<file path="src/rtl/core/svp_pkg.sv">
`timescale 1ns / 1ps
// ----------------------------------------------------------------------------
// svp_pkg
// Types and constants shared by the version string parser modules.
// ----------------------------------------------------------------------------
package svp_pkg;

    localparam logic [7:0]  CHAR_ZERO  = 8'h30;
    localparam logic [7:0]  CHAR_NINE  = 8'h39;
    localparam logic [7:0]  CHAR_SPACE = 8'h20;
    localparam logic [7:0]  CHAR_TAB   = 8'h09;
    localparam logic [7:0]  CHAR_CR    = 8'h0D;
    localparam logic [7:0]  CHAR_LOW_V = 8'h76;
    localparam logic [7:0]  CHAR_UP_V  = 8'h56;
    localparam logic [7:0]  CHAR_DOT   = 8'h2E;
    localparam logic [19:0] FIELD_MAX  = 20'd65535;
    localparam logic [19:0] RADIX      = 20'd10;

    typedef enum logic [2:0] {
        CC_SPACE,
        CC_DIGIT,
        CC_VEE,
        CC_DOT,
        CC_OTHER
    } char_class_t;

    typedef enum logic [2:0] {
        PH_SPACE,
        PH_MAJOR,
        PH_MINOR,
        PH_PATCH,
        PH_DOT,
        PH_TAIL
    } phase_t;

    typedef struct packed {
        logic        present;
        logic        last;
        char_class_t cls;
        logic [3:0]  digit;
    } char_entry_t;

endpackage

</file>
<file path="src/rtl/core/svp_front.sv">
`timescale 1ns / 1ps
// ----------------------------------------------------------------------------
// svp_front
// Classifies each incoming character and hands it to the queue as one entry.
// ----------------------------------------------------------------------------
module svp_front (
    input  logic                 char_valid,
    output logic                 char_stall,
    input  logic [7:0]           char_code,
    input  logic                 char_present,
    input  logic                 is_last,
    output logic                 push_valid,
    input  logic                 queue_full,
    output svp_pkg::char_entry_t push_entry
);
    import svp_pkg::*;

    char_class_t cls;

    always_comb
    begin
        if (char_code >= CHAR_ZERO && char_code <= CHAR_NINE)
        begin
            cls = CC_DIGIT;
        end
        else if (char_code == CHAR_SPACE || (char_code >= CHAR_TAB && char_code <= CHAR_CR))
        begin
            cls = CC_SPACE;
        end
        else if (char_code == CHAR_LOW_V || char_code == CHAR_UP_V)
        begin
            cls = CC_VEE;
        end
        else if (char_code == CHAR_DOT)
        begin
            cls = CC_DOT;
        end
        else
        begin
            cls = CC_OTHER;
        end
    end

    always_comb
    begin
        push_entry.present = char_present;
        push_entry.last    = is_last;
        push_entry.cls     = cls;
        push_entry.digit   = char_code[3:0];
    end

    assign push_valid = char_valid;
    assign char_stall = queue_full;

endmodule

</file>
<file path="src/rtl/core/svp_queue.sv">
`timescale 1ns / 1ps
// ----------------------------------------------------------------------------
// svp_queue
// Short first-in first-out queue of classified characters between the
// front and back parts.
// ----------------------------------------------------------------------------
module svp_queue #(
    parameter int DEPTH = 4
) (
    input  logic                 clk,
    input  logic                 rst_n,
    input  logic                 push_valid,
    input  svp_pkg::char_entry_t push_entry,
    output logic                 full,
    output logic                 pop_valid,
    input  logic                 pop_ready,
    output svp_pkg::char_entry_t pop_entry
);
    import svp_pkg::*;

    localparam int PTR_W = (DEPTH > 1) ? $clog2(DEPTH) : 1;
    localparam int CNT_W = $clog2(DEPTH + 1);
    localparam logic [PTR_W-1:0] LAST_PTR = PTR_W'(DEPTH - 1);
    localparam logic [CNT_W-1:0] FULL_CNT = CNT_W'(DEPTH);

    char_entry_t      slots [DEPTH];
    logic [PTR_W-1:0] wr_ptr_reg;
    logic [PTR_W-1:0] wr_ptr_next;
    logic [PTR_W-1:0] rd_ptr_reg;
    logic [PTR_W-1:0] rd_ptr_next;
    logic [CNT_W-1:0] count_reg;
    logic [CNT_W-1:0] count_next;
    logic             do_push;
    logic             do_pop;

    assign full      = (count_reg == FULL_CNT);
    assign pop_valid = (count_reg != '0);
    assign do_push   = push_valid && !full;
    assign do_pop    = pop_valid && pop_ready;
    assign pop_entry = slots[rd_ptr_reg];

    always_comb
    begin
        wr_ptr_next = wr_ptr_reg;
        rd_ptr_next = rd_ptr_reg;
        count_next  = count_reg;
        if (do_push)
        begin
            wr_ptr_next = (wr_ptr_reg == LAST_PTR) ? '0 : wr_ptr_reg + 1'b1;
        end
        if (do_pop)
        begin
            rd_ptr_next = (rd_ptr_reg == LAST_PTR) ? '0 : rd_ptr_reg + 1'b1;
        end
        if (do_push && !do_pop)
        begin
            count_next = count_reg + 1'b1;
        end
        else if (do_pop && !do_push)
        begin
            count_next = count_reg - 1'b1;
        end
    end

    always_ff @(posedge clk or negedge rst_n)
    begin
        if (!rst_n)
        begin
            wr_ptr_reg <= '0;
            rd_ptr_reg <= '0;
            count_reg  <= '0;
        end
        else
        begin
            wr_ptr_reg <= wr_ptr_next;
            rd_ptr_reg <= rd_ptr_next;
            count_reg  <= count_next;
        end
    end

    always_ff @(posedge clk)
    begin
        if (do_push)
        begin
            slots[wr_ptr_reg] <= push_entry;
        end
    end

endmodule

</file>
<file path="src/rtl/core/svp_back.sv">
`timescale 1ns / 1ps
// ----------------------------------------------------------------------------
// svp_back
// Runs the version parsing state machine on classified characters and holds
// the finished result in an output register.
// ----------------------------------------------------------------------------
module svp_back (
    input  logic                 clk,
    input  logic                 rst_n,
    input  logic                 pop_valid,
    output logic                 pop_ready,
    input  svp_pkg::char_entry_t pop_entry,
    output logic                 result_valid,
    input  logic                 result_stall,
    output logic                 version_ok,
    output logic [15:0]          major_part,
    output logic [15:0]          minor_part,
    output logic [15:0]          patch_part
);
    import svp_pkg::*;

    phase_t      phase_reg;
    phase_t      phase_next;
    logic [15:0] acc_reg;
    logic [15:0] acc_next;
    logic        seen_reg;
    logic        seen_next;
    logic [15:0] major_reg;
    logic [15:0] major_next;
    logic [15:0] minor_reg;
    logic [15:0] minor_next;
    logic        failed_reg;
    logic        failed_next;
    logic        out_valid_reg;
    logic        out_valid_next;
    logic        ok_reg;
    logic        ok_next;
    logic [15:0] out_major_reg;
    logic [15:0] out_major_next;
    logic [15:0] out_minor_reg;
    logic [15:0] out_minor_next;
    logic [15:0] out_patch_reg;
    logic [15:0] out_patch_next;
    logic        pop;
    logic        in_field;
    phase_t      field_phase;
    logic [19:0] acc_wide;
    logic        ok;

    assign pop_ready = !pop_entry.last || !out_valid_reg || !result_stall;
    assign pop       = pop_valid && pop_ready;
    assign acc_wide  = 20'(acc_reg) * RADIX + 20'(pop_entry.digit);

    always_comb
    begin
        phase_next     = phase_reg;
        acc_next       = acc_reg;
        seen_next      = seen_reg;
        major_next     = major_reg;
        minor_next     = minor_reg;
        failed_next    = failed_reg;
        out_valid_next = out_valid_reg && result_stall;
        ok_next        = ok_reg;
        out_major_next = out_major_reg;
        out_minor_next = out_minor_reg;
        out_patch_next = out_patch_reg;
        in_field       = 1'b0;
        field_phase    = phase_reg;
        ok             = 1'b0;

        if (pop && pop_entry.present && !failed_reg)
        begin
            unique case (phase_reg) inside
                PH_SPACE:
                begin
                    if (pop_entry.cls != CC_SPACE)
                    begin
                        phase_next = PH_MAJOR;
                        if (pop_entry.cls != CC_VEE)
                        begin
                            in_field    = 1'b1;
                            field_phase = PH_MAJOR;
                        end
                    end
                end
                PH_MAJOR, PH_MINOR, PH_PATCH:
                begin
                    in_field = 1'b1;
                end
                PH_DOT:
                begin
                    if (pop_entry.cls == CC_DIGIT)
                    begin
                        failed_next = 1'b1;
                    end
                    else
                    begin
                        phase_next = PH_TAIL;
                    end
                end
                PH_TAIL:
                begin
                end
                default:
                begin
                end
            endcase

            if (in_field)
            begin
                if (pop_entry.cls == CC_DIGIT)
                begin
                    if (acc_wide > FIELD_MAX)
                    begin
                        failed_next = 1'b1;
                    end
                    else
                    begin
                        acc_next  = acc_wide[15:0];
                        seen_next = 1'b1;
                    end
                end
                else if (!seen_reg)
                begin
                    failed_next = 1'b1;
                end
                else if (field_phase == PH_PATCH)
                begin
                    phase_next = (pop_entry.cls == CC_DOT) ? PH_DOT : PH_TAIL;
                end
                else if (pop_entry.cls != CC_DOT)
                begin
                    failed_next = 1'b1;
                end
                else
                begin
                    if (field_phase == PH_MAJOR)
                    begin
                        major_next = acc_reg;
                        phase_next = PH_MINOR;
                    end
                    else
                    begin
                        minor_next = acc_reg;
                        phase_next = PH_PATCH;
                    end
                    acc_next  = '0;
                    seen_next = 1'b0;
                end
            end
        end

        if (pop && pop_entry.last)
        begin
            ok = !failed_next && ((phase_next == PH_PATCH && seen_next)
                 || phase_next == PH_DOT || phase_next == PH_TAIL);
            out_valid_next = 1'b1;
            ok_next        = ok;
            out_major_next = ok ? major_next : '0;
            out_minor_next = ok ? minor_next : '0;
            out_patch_next = ok ? acc_next : '0;
            phase_next     = PH_SPACE;
            acc_next       = '0;
            seen_next      = 1'b0;
            major_next     = '0;
            minor_next     = '0;
            failed_next    = 1'b0;
        end
    end

    always_ff @(posedge clk or negedge rst_n)
    begin
        if (!rst_n)
        begin
            phase_reg     <= PH_SPACE;
            acc_reg       <= '0;
            seen_reg      <= 1'b0;
            major_reg     <= '0;
            minor_reg     <= '0;
            failed_reg    <= 1'b0;
            out_valid_reg <= 1'b0;
        end
        else
        begin
            phase_reg     <= phase_next;
            acc_reg       <= acc_next;
            seen_reg      <= seen_next;
            major_reg     <= major_next;
            minor_reg     <= minor_next;
            failed_reg    <= failed_next;
            out_valid_reg <= out_valid_next;
        end
    end

    always_ff @(posedge clk)
    begin
        ok_reg        <= ok_next;
        out_major_reg <= out_major_next;
        out_minor_reg <= out_minor_next;
        out_patch_reg <= out_patch_next;
    end

    assign result_valid = out_valid_reg;
    assign version_ok   = ok_reg;
    assign major_part   = out_major_reg;
    assign minor_part   = out_minor_reg;
    assign patch_part   = out_patch_reg;

endmodule

</file>
<file path="src/rtl/core/semver_string_parser.sv">
`timescale 1ns / 1ps
// ----------------------------------------------------------------------------
// semver_string_parser
// Parses a "major.minor.patch" version string, one character per beat.
// ----------------------------------------------------------------------------
// The block takes one character beat per clock cycle while char_stall is low
// and gives one result beat for each beat flagged last, in order. A beat
// passes through the classifier into a queue of QUEUE_DEPTH entries and is
// then consumed by the parsing state machine; a last beat is registered in
// a queue slot and then in the output register before its result shows. The
// rate is set by the combinational multiply-by-ten update of the field value;
// a stalled result holds back only a last beat, and beats behind it wait.
module semver_string_parser #(
    parameter int QUEUE_DEPTH = 4
) (
    input  logic        clk,
    input  logic        rst_n,
    input  logic        char_valid,
    output logic        char_stall,
    input  logic [7:0]  char_code,
    input  logic        char_present,
    input  logic        is_last,
    output logic        result_valid,
    input  logic        result_stall,
    output logic        version_ok,
    output logic [15:0] major_part,
    output logic [15:0] minor_part,
    output logic [15:0] patch_part
);
    import svp_pkg::*;

    char_entry_t push_entry;
    char_entry_t pop_entry;
    logic        push_valid;
    logic        queue_full;
    logic        pop_valid;
    logic        pop_ready;

    svp_front u_front (
        .char_valid   (char_valid),
        .char_stall   (char_stall),
        .char_code    (char_code),
        .char_present (char_present),
        .is_last      (is_last),
        .push_valid   (push_valid),
        .queue_full   (queue_full),
        .push_entry   (push_entry)
    );

    svp_queue #(
        .DEPTH (QUEUE_DEPTH)
    ) u_queue (
        .clk        (clk),
        .rst_n      (rst_n),
        .push_valid (push_valid),
        .push_entry (push_entry),
        .full       (queue_full),
        .pop_valid  (pop_valid),
        .pop_ready  (pop_ready),
        .pop_entry  (pop_entry)
    );

    svp_back u_back (
        .clk          (clk),
        .rst_n        (rst_n),
        .pop_valid    (pop_valid),
        .pop_ready    (pop_ready),
        .pop_entry    (pop_entry),
        .result_valid (result_valid),
        .result_stall (result_stall),
        .version_ok   (version_ok),
        .major_part   (major_part),
        .minor_part   (minor_part),
        .patch_part   (patch_part)
    );

endmodule

</file>
<file path="config.mk">
export PLATFORM = sky130hd
export DESIGN_NAME = semver_string_parser
export DESIGN_NICKNAME = d
export VERILOG_FILES = /design/src/rtl/core/svp_pkg.sv /design/src/rtl/core/svp_front.sv /design/src/rtl/core/svp_queue.sv /design/src/rtl/core/svp_back.sv /design/src/rtl/core/semver_string_parser.sv
export SDC_FILE = /design/constraint.sdc
export NUM_CORES = 1
export LEC_CHECK = 0
export BUFFER_PORTS_ARGS = -buffer_cell sky130_fd_sc_hd__buf_2
export CAP_MARGIN = 20
export CORE_MARGIN = 2
export CORE_UTILIZATION = 55
export CTS_BUF_LIST = sky130_fd_sc_hd__clkbuf_4 sky130_fd_sc_hd__clkbuf_8
export CTS_CLUSTER_SIZE = 14
export DETAILED_ROUTE_END_ITERATION = 6
export GPL_ROUTABILITY_DRIVEN = 0
export HOLD_SLACK_MARGIN = 0.1
export PLACE_DENSITY = 0.85
export SETUP_SLACK_MARGIN = 0.02
export SLEW_MARGIN = 20
export SYNTH_ARGS = -nofsm -noshare
export SYNTH_HDL_FRONTEND = slang
export SYNTH_SLANG_ARGS = --single-unit
</file>
<file path="constraint.sdc">
create_clock -name clk -period 4.6 [get_ports clk]
set_input_delay 0.92 -clock clk [delete_from_list [all_inputs] [get_ports clk]]
set_output_delay 0.92 -clock clk [all_outputs]
set_load 0.02 [all_outputs]
</file>
# --- After elaboration in Yosys (flattened, before gate mapping) ---
# Memories as Yosys holds them, arrays and structs flattened.
# Cells that the tools add are included.
# Widths: inputs -> output; s select.
op_classes:
  order_cmp: 5
  eq_ne: 20
  n_reduce_logical: 31
  add_sub_neg: 5
  multipliers: 1
  mux: 73
op_table:
  columns: ["operator", "n"]
  rows:
  - ["$mux 16", 24]
  - ["$mux 3", 19]
  - ["$mux 1", 26]
  - ["$add 20x4->20", 1]
  - ["$gt 20x16->1 const B", 1]
  - ["$mul 16x3->19 const B", 1]
  - ["$eq 8x6->1 const B", 2]
  - ["$eq 8x7->1 const B", 2]
  - ["$eq 3x2->1 const B", 5]
  - ["$eq 3x3->1 const B", 4]
  - ["$logic_and 1x1->1", 12]
  - ["$eq 3x1->1 const B", 3]
  - ["$ge 8x4->1 const B", 1]
  - ["$ge 8x6->1 const B", 1]
  - ["$le 8x4->1 const B", 1]
  - ["$le 8x6->1 const B", 1]
  - ["$logic_not 1->1", 8]
  - ["$logic_or 1x1->1", 6]
  - ["$ne 3x2->1 const B", 2]
  - ["$pmux 3 s2", 1]
  - ["$reduce_bool 3->1", 2]
  - ["$add 2x1->2 const B", 2]
  - ["$eq 2x2->1 const B", 2]
  - ["$mux 2", 2]
  - ["6 further kinds", 6]
totals:
  mem_bits_rw: 36
  ff_bits: 110
  in_bits: 14
  mem_count: 1
  elab_cells: 150
  out_inout_bits: 51
mem_list:
  columns: ["memory", "words", "word_bits", "read_ports", "rd_clocked_by_memory_dff", "wr", "line_no", "source"]
  rows:
  - ["u_queue.slots", 4, 9, 1, 0, 1, "svp_queue.sv:26", "char_entry_t slots [DEPTH];"]

# --- Longest topological paths before layout ---
# Gate-level depths: netlist of the first run.
# An unclocked memory read counts as a cell.
depth:
  ltp_word: 21
  depth_mapped: 16
  ltp_nobuf: 14

# --- Cells and area by module ---
# Synthesis of the first run repeated with hierarchy kept, for this count alone.
hier_totals:
  hier_cells: 621
  area_unflattened_um2: 7666.1
by_module_without_submodules:
  columns: ["mod", "seq_area_each_um2", "instances", "cells_each", "area_per_inst_um2"]
  rows:
  - ["svp_back", 2822.7, 1, 513, 5710.5]
  - ["svp_queue", 1256.2, 1, 84, 1778.0]
  - ["svp_front", 0.0, 1, 24, 177.7]

# --- Least setup slack after synthesis of the first run ---
# OpenSTA, ideal clock, no wires.
synth_timing:
  path_type: "flip-flop to flip-flop"
  start: "register u_back.acc_reg[1]"
  end: "register u_back.out_patch_reg[10], in the netlist u_back.patch_part[10], data pin"
  t_arrival_ns: 3.577
  synth_period_minus_slack_ns: 3.837
  required_ns: 4.340
  path_stages_with_launch: 17
  n_path_buf: 2
  path_slack_ns: 0.763
  setup_time_ns: 0.260
  path_cell_list: "dfrtp_1 -> ha_1 -> ha_1 -> inv_1 -> fa_1 -> nand2b_1 -> a21o_1 -> a21o_1 -> a211oi_1 -> nand4_1 -> nor4b_2 -> o211a_1 -> o2111a_1 -> o21bai_4 -> buf_6 -> buf_6 -> nor2_2"
synth_between:
  elab_chain_len: 11
  word_cells_on_any_way: 20
  classes_between: "add/sub: 1; mul: 1; order compare: 1; mux: 12; reduce/logical: 5"
synth_rtl:
  columns: ["element", "line_no", "source"]
  rows:
  - ["start: declaration", "svp_back.sv:24", "logic [15:0] acc_reg;"]
  - ["start signal: assignment", "svp_back.sv:186", "acc_reg <= acc_next;"]
  - ["$mul 16x3->19 (*)", "svp_back.sv:52", "assign acc_wide = 20'(acc_reg) * RADIX + 20'(pop_entry.digit);"]
  - ["$add 20x4->20 (*)", "svp_back.sv:52", null]
  - ["$gt 20x16->1", "svp_back.sv:113", "if (acc_wide > FIELD_MAX)"]
  - ["$mux 1", "svp_back.sv:113", null]
  - ["$mux 1", "svp_back.sv:111", "if (pop_entry.cls == CC_DIGIT)"]
  - ["$mux 1", "svp_back.sv:109", "if (in_field)"]
  - ["$mux 1", "svp_back.sv:71", "if (pop && pop_entry.present && !failed_reg)"]
  - ["$logic_and 1x1->1", "svp_back.sv:155", "ok = !failed_next && ((phase_next == PH_PATCH && seen_next)"]
  - ["$logic_or 1x1->1 (2 in series)", "svp_back.sv:156", "|| phase_next == PH_DOT || phase_next == PH_TAIL);"]
  - ["$logic_and 1x1->1", "svp_back.sv:155", null]
  - ["end signal: assignment", "svp_back.sv:200", "out_patch_reg <= out_patch_next;"]
  - ["end: declaration", "svp_back.sv:42", "logic [15:0] out_patch_reg;"]
# Every way passes the cells marked *; elsewhere a longest branch is shown, timed or not.
# A chain may end at the register's enable or synchronous reset.

# --- Final worst setup path of the first run ---
layout_timing:
  start: "register u_back.acc_reg[1]"
  end: "register u_back.out_patch_reg[15], in the netlist u_back.patch_part[15], data pin"
# The elaborated chain is that of the path after synthesis.

==> impl_metrics.env, run 1 <==
export IMPL_cp_cell_sequence="ha_1 -> ha_1 -> inv_1 -> fa_1 -> nand2b_1 -> a21o_1 -> a21o_1 -> a2111oi_0 -> nand4b_1 -> nor4b_2 -> o211ai_1 -> a41o_1 -> o21bai_4 -> buf_12 -> a21oi_1"
export IMPL_cpPeakStageDelay_ns=0.49
export IMPL_synth_area_mm2=0.00734
export IMPL_async_flop_share_pct=41.8
export IMPL_synthXorXnorAreaFrac_pct=2.61
export IMPL_design_area_mm2=0.00822
export IMPL_worst_path_max_fanout=49
export IMPL_synth_top_family_by_area="simple AND/OR/NAND/NOR gates"
export IMPL_synth_adder_area_share_pct=7.13
export IMPL_top_register="u_queue.slots"
export IMPL_cts_tree="done"
export IMPL_grt_pass1_wl_mm=25.1
export IMPL_p_per_area_mw_per_mm2=547
export IMPL_syn2layout_area_growth_pct=12.0
export IMPL_synth_seq_area_share_pct=55.6
export IMPL_core_area_mm2=0.0131
export IMPL_ir_drop_mv=0.381
export IMPL_htreeDepth=4
export IMPL_cts_setup_buffers=0
export IMPL_die_h_um=120
export IMPL_cp_num_buf_inv=2
export IMPL_hold_violations=0
export IMPL_postPlaceCellArea_mm2=0.00783
export IMPL_ant_nets=0
export IMPL_hold_buffers=0
export IMPL_grt_max_degree=57
export IMPL_largest_reg_flops=36
export IMPL_rsz0062_at_grt="false"
export IMPL_grt_overflow_total=0
export IMPL_finalSetupViolations=0
export IMPL_viasPerCell=5.86
export IMPL_ys_seq_elements=146
export IMPL_hp_class="flip-flop to flip-flop"
export IMPL_post_cts_resized=0
export IMPL_finalNetCount=733
export IMPL_relSlewSlack_pct=39.0
export IMPL_antenna_cells=0
export IMPL_die_w_um=120
export IMPL_multi_input_area_mm2=0.00306
export IMPL_cts_buffers_inserted=17
export IMPL_ys_types=73
export IMPL_setup_tns_ns=0
export IMPL_synth_edff_count=85
export IMPL_syn_avg_cell_area_um2=12.0
export IMPL_drv_cap=0
export IMPL_grt_use_total_pct=22.6
export IMPL_timing_rr_start="u_back.acc_reg[1]"
export IMPL_cts_num_sinks=146
export IMPL_required_ns=4.87
export IMPL_synth_nets=668
export IMPL_synth_mux_area_share_pct=8.08
export IMPL_power_uw=4500
export IMPL_r2r_end="u_back.patch_part[15]"
export IMPL_r2r_cells=15
export IMPL_synth_compound_area_share_pct=9.04
export IMPL_ys_flop_type="edfxtp_1"
export IMPL_first_pass_iters=7
export IMPL_final_core_util_pct=62.6
export IMPL_crit_type="flip-flop to flip-flop"
export IMPL_timing_hold_ws_ns=0.521
export IMPL_slew_viol_final=0
export IMPL_start_util_pct=55.9
export IMPL_drt_iter0_markers=374
export IMPL_critPathTopFamily="compound AO/OA/AOI/OAI gates"
export IMPL_worstHoldPathCells=1
export IMPL_ys_warn_count=0
export IMPL_outcome="complete, no violations"
export IMPL_fin_crit_sh_pct=95.3
export IMPL_final_cell_mix="nor2_1 (114), edfxtp_1 (85), buf_2 (64)"
export IMPL_avgRoutedWirePerCell_um=17.8
export IMPL_path_depth=15
export IMPL_end_kind="flip-flop"
export IMPL_vias=5083
export IMPL_leakage_uw=0.00338
export IMPL_worstSkewPairLatency_ns=0.45
export IMPL_fmaxAchievable_mhz=228
export IMPL_grt_pass1_vias=5110
export IMPL_arrival_ns=4.66
export IMPL_ff2ff_setup_slack_ns=0.22
export IMPL_critPathLaunchType="flip-flop"
export IMPL_cp_endpoint="u_back.patch_part[15]"
export IMPL_finalClockSkew_ns=0.0118
export IMPL_hpwlAfterDp_mm=10.7
export IMPL_crit_start="u_back.acc_reg[1]"
export IMPL_drc_errors=0
export IMPL_ctsLongestPathBuffers=2
export IMPL_antenna_found_initial=0
export IMPL_worstMarginPinSlew_ns=0.915
export IMPL_n_fill_cell=1001
export IMPL_synthSimpleGateAreaFrac_pct=14.7
export IMPL_slowest_stage="a2111oi_0"
export IMPL_wirelength_mm=15.4
export IMPL_io_pins=65
export IMPL_rows=42
export IMPL_io_buffers=64
export IMPL_fin_crit_ns=4.38
export IMPL_layout_commonest_cell="nor2_1"
export IMPL_drive_above_1_share_pct=20.4
export IMPL_clk_pin_slew_ns=0.08
export IMPL_synth_cells=614
export IMPL_regArea_mm2=0.00408
export IMPL_root_buffer="clkbuf_8"
export IMPL_die_area_mm2=0.0143
==> per-stage QoR <==
| step | cells | setup WS, ns |
|---|---|---|
| after global placement | 836 | 0.377 |
| after CTS | 868 | 0.0345 |
| after detailed placement | 836 | 0.0703 |
| final | 868 | 0.216 |
| after global routing | 868 | 0.0807 |
| after floorplan | 614 | 0.763 |
==> area by class of cell <==
type,count,share of cell area (%)
inverters,19,0.868
flip-flops and latches,146,49.6
repair buffers,72,4.93
clock inverters,11,1.37
well taps,176,2.68
clock buffers,21,3.29
multi-input cells,423,37.2
==> where the power goes <==
group / leakage [uW] / total [uW] / internal, uW / switching, uW
clock: 0.000189 / 974 / 508 / 466
combinational: 0.00155 / 1530 / 513 / 1010
sequential: 0.00164 / 1990 / 1820 / 178
total: 0.00338 / 4500 / 2840 / 1660
==> routing by layer <==
layer | routed length (um) | track usage, % | part of all wire [%] | vias up
met2 | 7830 | 37.1 | 51 | 193
met3 | 857 | 5.47 | 5.6 | 36
met4 | 372 | 9.71 | 2.4 | 0
met5 | 0 | 0 | 0 | -
met1 | 6360 | 28.7 | 41 | 2506
li1 | - | - | - | 2348
==> cell families after synthesis <==
logic type | count (synthesis)
and+or+nand+nor | 223
muxes | 50
DFF | 146
adders and majority gates | 40
xor gates and xnor gates | 21
buffers and inverters | 45
AOI/OAI and AO/OA | 89
==> cell usage after synthesis (all sizes together), types with 12 or more instances <==
master / n / area share [%]
a21oi: 18 / 1.3
a22oi: 12 / 1.2
buf: 16 / 1.3
dfrtp: 61 / 21
edfxtp: 85 / 35
ha: 37 / 6.3
inv: 19 / 0.97
mux2i: 39 / 5.3
nand2: 26 / 1.3
nor2: 124 / 6.8
nor3: 13 / 1.0
o21ai: 16 / 1.1
xnor2: 12 / 1.5
==> worst min-delay path by stage <==
stage                         startpoint              endpoint  slack [ns]
finish              u_queue.count_reg[2]  u_queue.count_reg[2]        0.52
CTS                 u_queue.count_reg[2]  u_queue.count_reg[2]        0.52
global placement    u_queue.count_reg[2]  u_queue.count_reg[2]        0.47
detailed placement  u_queue.count_reg[2]  u_queue.count_reg[2]        0.50
global route        u_back.minor_reg[13]  u_back.minor_reg[13]        0.56
floorplan           u_queue.count_reg[2]  u_queue.count_reg[2]        0.46
Note: power is estimated with default switching activity, not from simulation.
==> run 2: changes to the inputs <==
CTS_BUF_LIST = default   (was sky130_fd_sc_hd__clkbuf_4 sky130_fd_sc_hd__clkbuf_8)
==> impl_metrics.env, run 2 (synthesized netlist as in run 1, its figures left out) <==
export IMPL_ff2ff_setup_slack_ns=0.16
export IMPL_root_buffer="clkbuf_16"
export IMPL_required_ns=4.89
export IMPL_worstHoldEndpoint="u_queue.count_reg[2]"
export IMPL_min_from="u_queue.count_reg[2]"
export IMPL_viasPerCell=5.89
export IMPL_drive_above_1_share_pct=19.9
export IMPL_pre_cts_ws_ns=0.0703
export IMPL_relSlewSlack_pct=39.0
export IMPL_slew_viol_final=0
export IMPL_hpwlAfterDp_mm=10.7
export IMPL_ir_drop_mv=0.402
export IMPL_crit_start="u_back.acc_reg[1]"
export IMPL_r2r_end="u_back.patch_part[13]"
export IMPL_antenna_cells=0
export IMPL_htreeDepth=4
export IMPL_grt_pass1_vias=5140
export IMPL_p_per_area_mw_per_mm2=577
export IMPL_clk_pin_slew_ns=0.06
export IMPL_outcome="complete, no violations"
export IMPL_leakage_uw=0.00346
export IMPL_vias=5109
export IMPL_grt_use_total_pct=23.1
export IMPL_hold_buffers=0
export IMPL_io_buffers=64
export IMPL_start_util_pct=55.9
export IMPL_drt_iter0_markers=455
export IMPL_setup_ws_ns=0.163
export IMPL_timing_hold_ws_ns=0.503
export IMPL_finalClockSkew_ns=0.00750
export IMPL_finalNetCount=733
export IMPL_fin_crit_ns=4.44
export IMPL_arrival_ns=4.72
export IMPL_antenna_found_initial=0
export IMPL_cts_tree="done"
export IMPL_cts_num_sinks=146
export IMPL_grt_pass1_wl_mm=25.5
export IMPL_cts_buffers_inserted=17
export IMPL_worstMarginPinSlew_ns=0.915
export IMPL_ant_nets=0
export IMPL_grt_overflow_total=0
export IMPL_rows=42
export IMPL_worstHoldPathCells=1
export IMPL_hold_violations=0
export IMPL_timing_rr_start="u_back.acc_reg[1]"
export IMPL_worstSkewPairLatency_ns=0.43
export IMPL_core_area_mm2=0.0131
export IMPL_die_area_mm2=0.0143
export IMPL_io_pins=65
export IMPL_die_w_um=120
export IMPL_largest_reg_flops=36
export IMPL_grt_max_degree=57
export IMPL_drv_cap=0
export IMPL_die_h_um=120
export IMPL_cp_cell_sequence="ha_1 -> ha_1 -> inv_1 -> fa_1 -> nand2b_1 -> a21o_1 -> a21o_1 -> a2111oi_0 -> nand4b_1 -> o21a_1 -> o21a_1 -> o21ai_2 -> a22oi_1 -> nor2_2"
export IMPL_drc_errors=0
export IMPL_worst_path_max_fanout=12
export IMPL_avgRoutedWirePerCell_um=18.1
export IMPL_rsz0062_at_grt="false"
export IMPL_cpPeakStageDelay_ns=0.55
export IMPL_top_register="u_queue.slots"
export IMPL_crit_type="flip-flop to flip-flop"
export IMPL_final_cell_mix="nor2_1 (114), edfxtp_1 (85), buf_2 (64)"
export IMPL_ctsLongestPathBuffers=2
export IMPL_layout_commonest_cell="nor2_1"
export IMPL_cts_setup_buffers=0
export IMPL_first_pass_iters=5
export IMPL_fin_crit_sh_pct=96.4
export IMPL_power_uw=4840
export IMPL_wirelength_mm=15.7
export IMPL_fmaxAchievable_mhz=225
export IMPL_critPathLaunchType="flip-flop"
export IMPL_n_fill_cell=965
export IMPL_end_kind="flip-flop"
export IMPL_setup_tns_ns=0
export IMPL_hp_class="flip-flop to flip-flop"
export IMPL_syn2layout_area_growth_pct=14.4
export IMPL_finalSetupViolations=0
export IMPL_r2r_cells=14
export IMPL_slowest_stage="a2111oi_0"
[run 2: layout make-up]
type	instances	area, um2	area share, %
flip-flops and latches	146	4080	48.6
multi-input cells	423	3060	36.4
clock buffers	21	450	5.36
repair buffers	72	405	4.83
well taps	176	220	2.62
clock inverters	11	113	1.34
inverters	19	71.3	0.849
[run 2: what timing repair did]
action	in CTS	in global routing
hold endpoints to repair	0	0
setup endpoints to repair	1	0
resized for setup	1	0
[run 2: worst max path at each step]
stage                             to  slack, ns  cells after the start
6_report       u_back.patch_part[13]       0.16                     14
3_3_place_gp   u_back.patch_part[13]       0.38                     14
2_1_floorplan  u_back.patch_part[10]       0.76                     16
5_1_grt        u_back.patch_part[15]       0.12                     15
3_5_place_dp    u_back.patch_part[6]       0.07                     14
4_1_cts        u_back.patch_part[15]       0.32                     15
[run 2: critical path, delay by kind of cell (launching register included)]
kind            cells  cell delay (ns)
simple gates        3             0.58
compound gates      7             2.26
flops               1             0.46
fa+ha+maj           3             0.92
buf+inv             1             0.07
[run 2: per-stage QoR]
step                      std cells  util, %  cell area (um2)
after detailed placement        836     59.6             7830
after global routing            868     63.9             8400
after CTS                       868     63.9             8400
final                           868     63.9             8400
after global placement          836     59.6             7830
after floorplan                 614        -             7340
[run 2: report_power, final]
group	switching, uW	internal (uW)	leakage, uW
registers	177	1820	0.00164
clock network	522	805	0.000266
logic	1010	513	0.00155
total	1710	3140	0.00346
[run 2: metal layers]
| metal | up-vias | part of all wire (%) | track usage [%] |
|---|---|---|---|
| met1 | 2533 | 40 | 28.9 |
| met5 | - | 0 | 0 |
| met2 | 173 | 51 | 38.7 |
| li1 | 2360 | - | - |
| met4 | 0 | 2.5 | 9.41 |
| met3 | 43 | 5.9 | 5.51 |
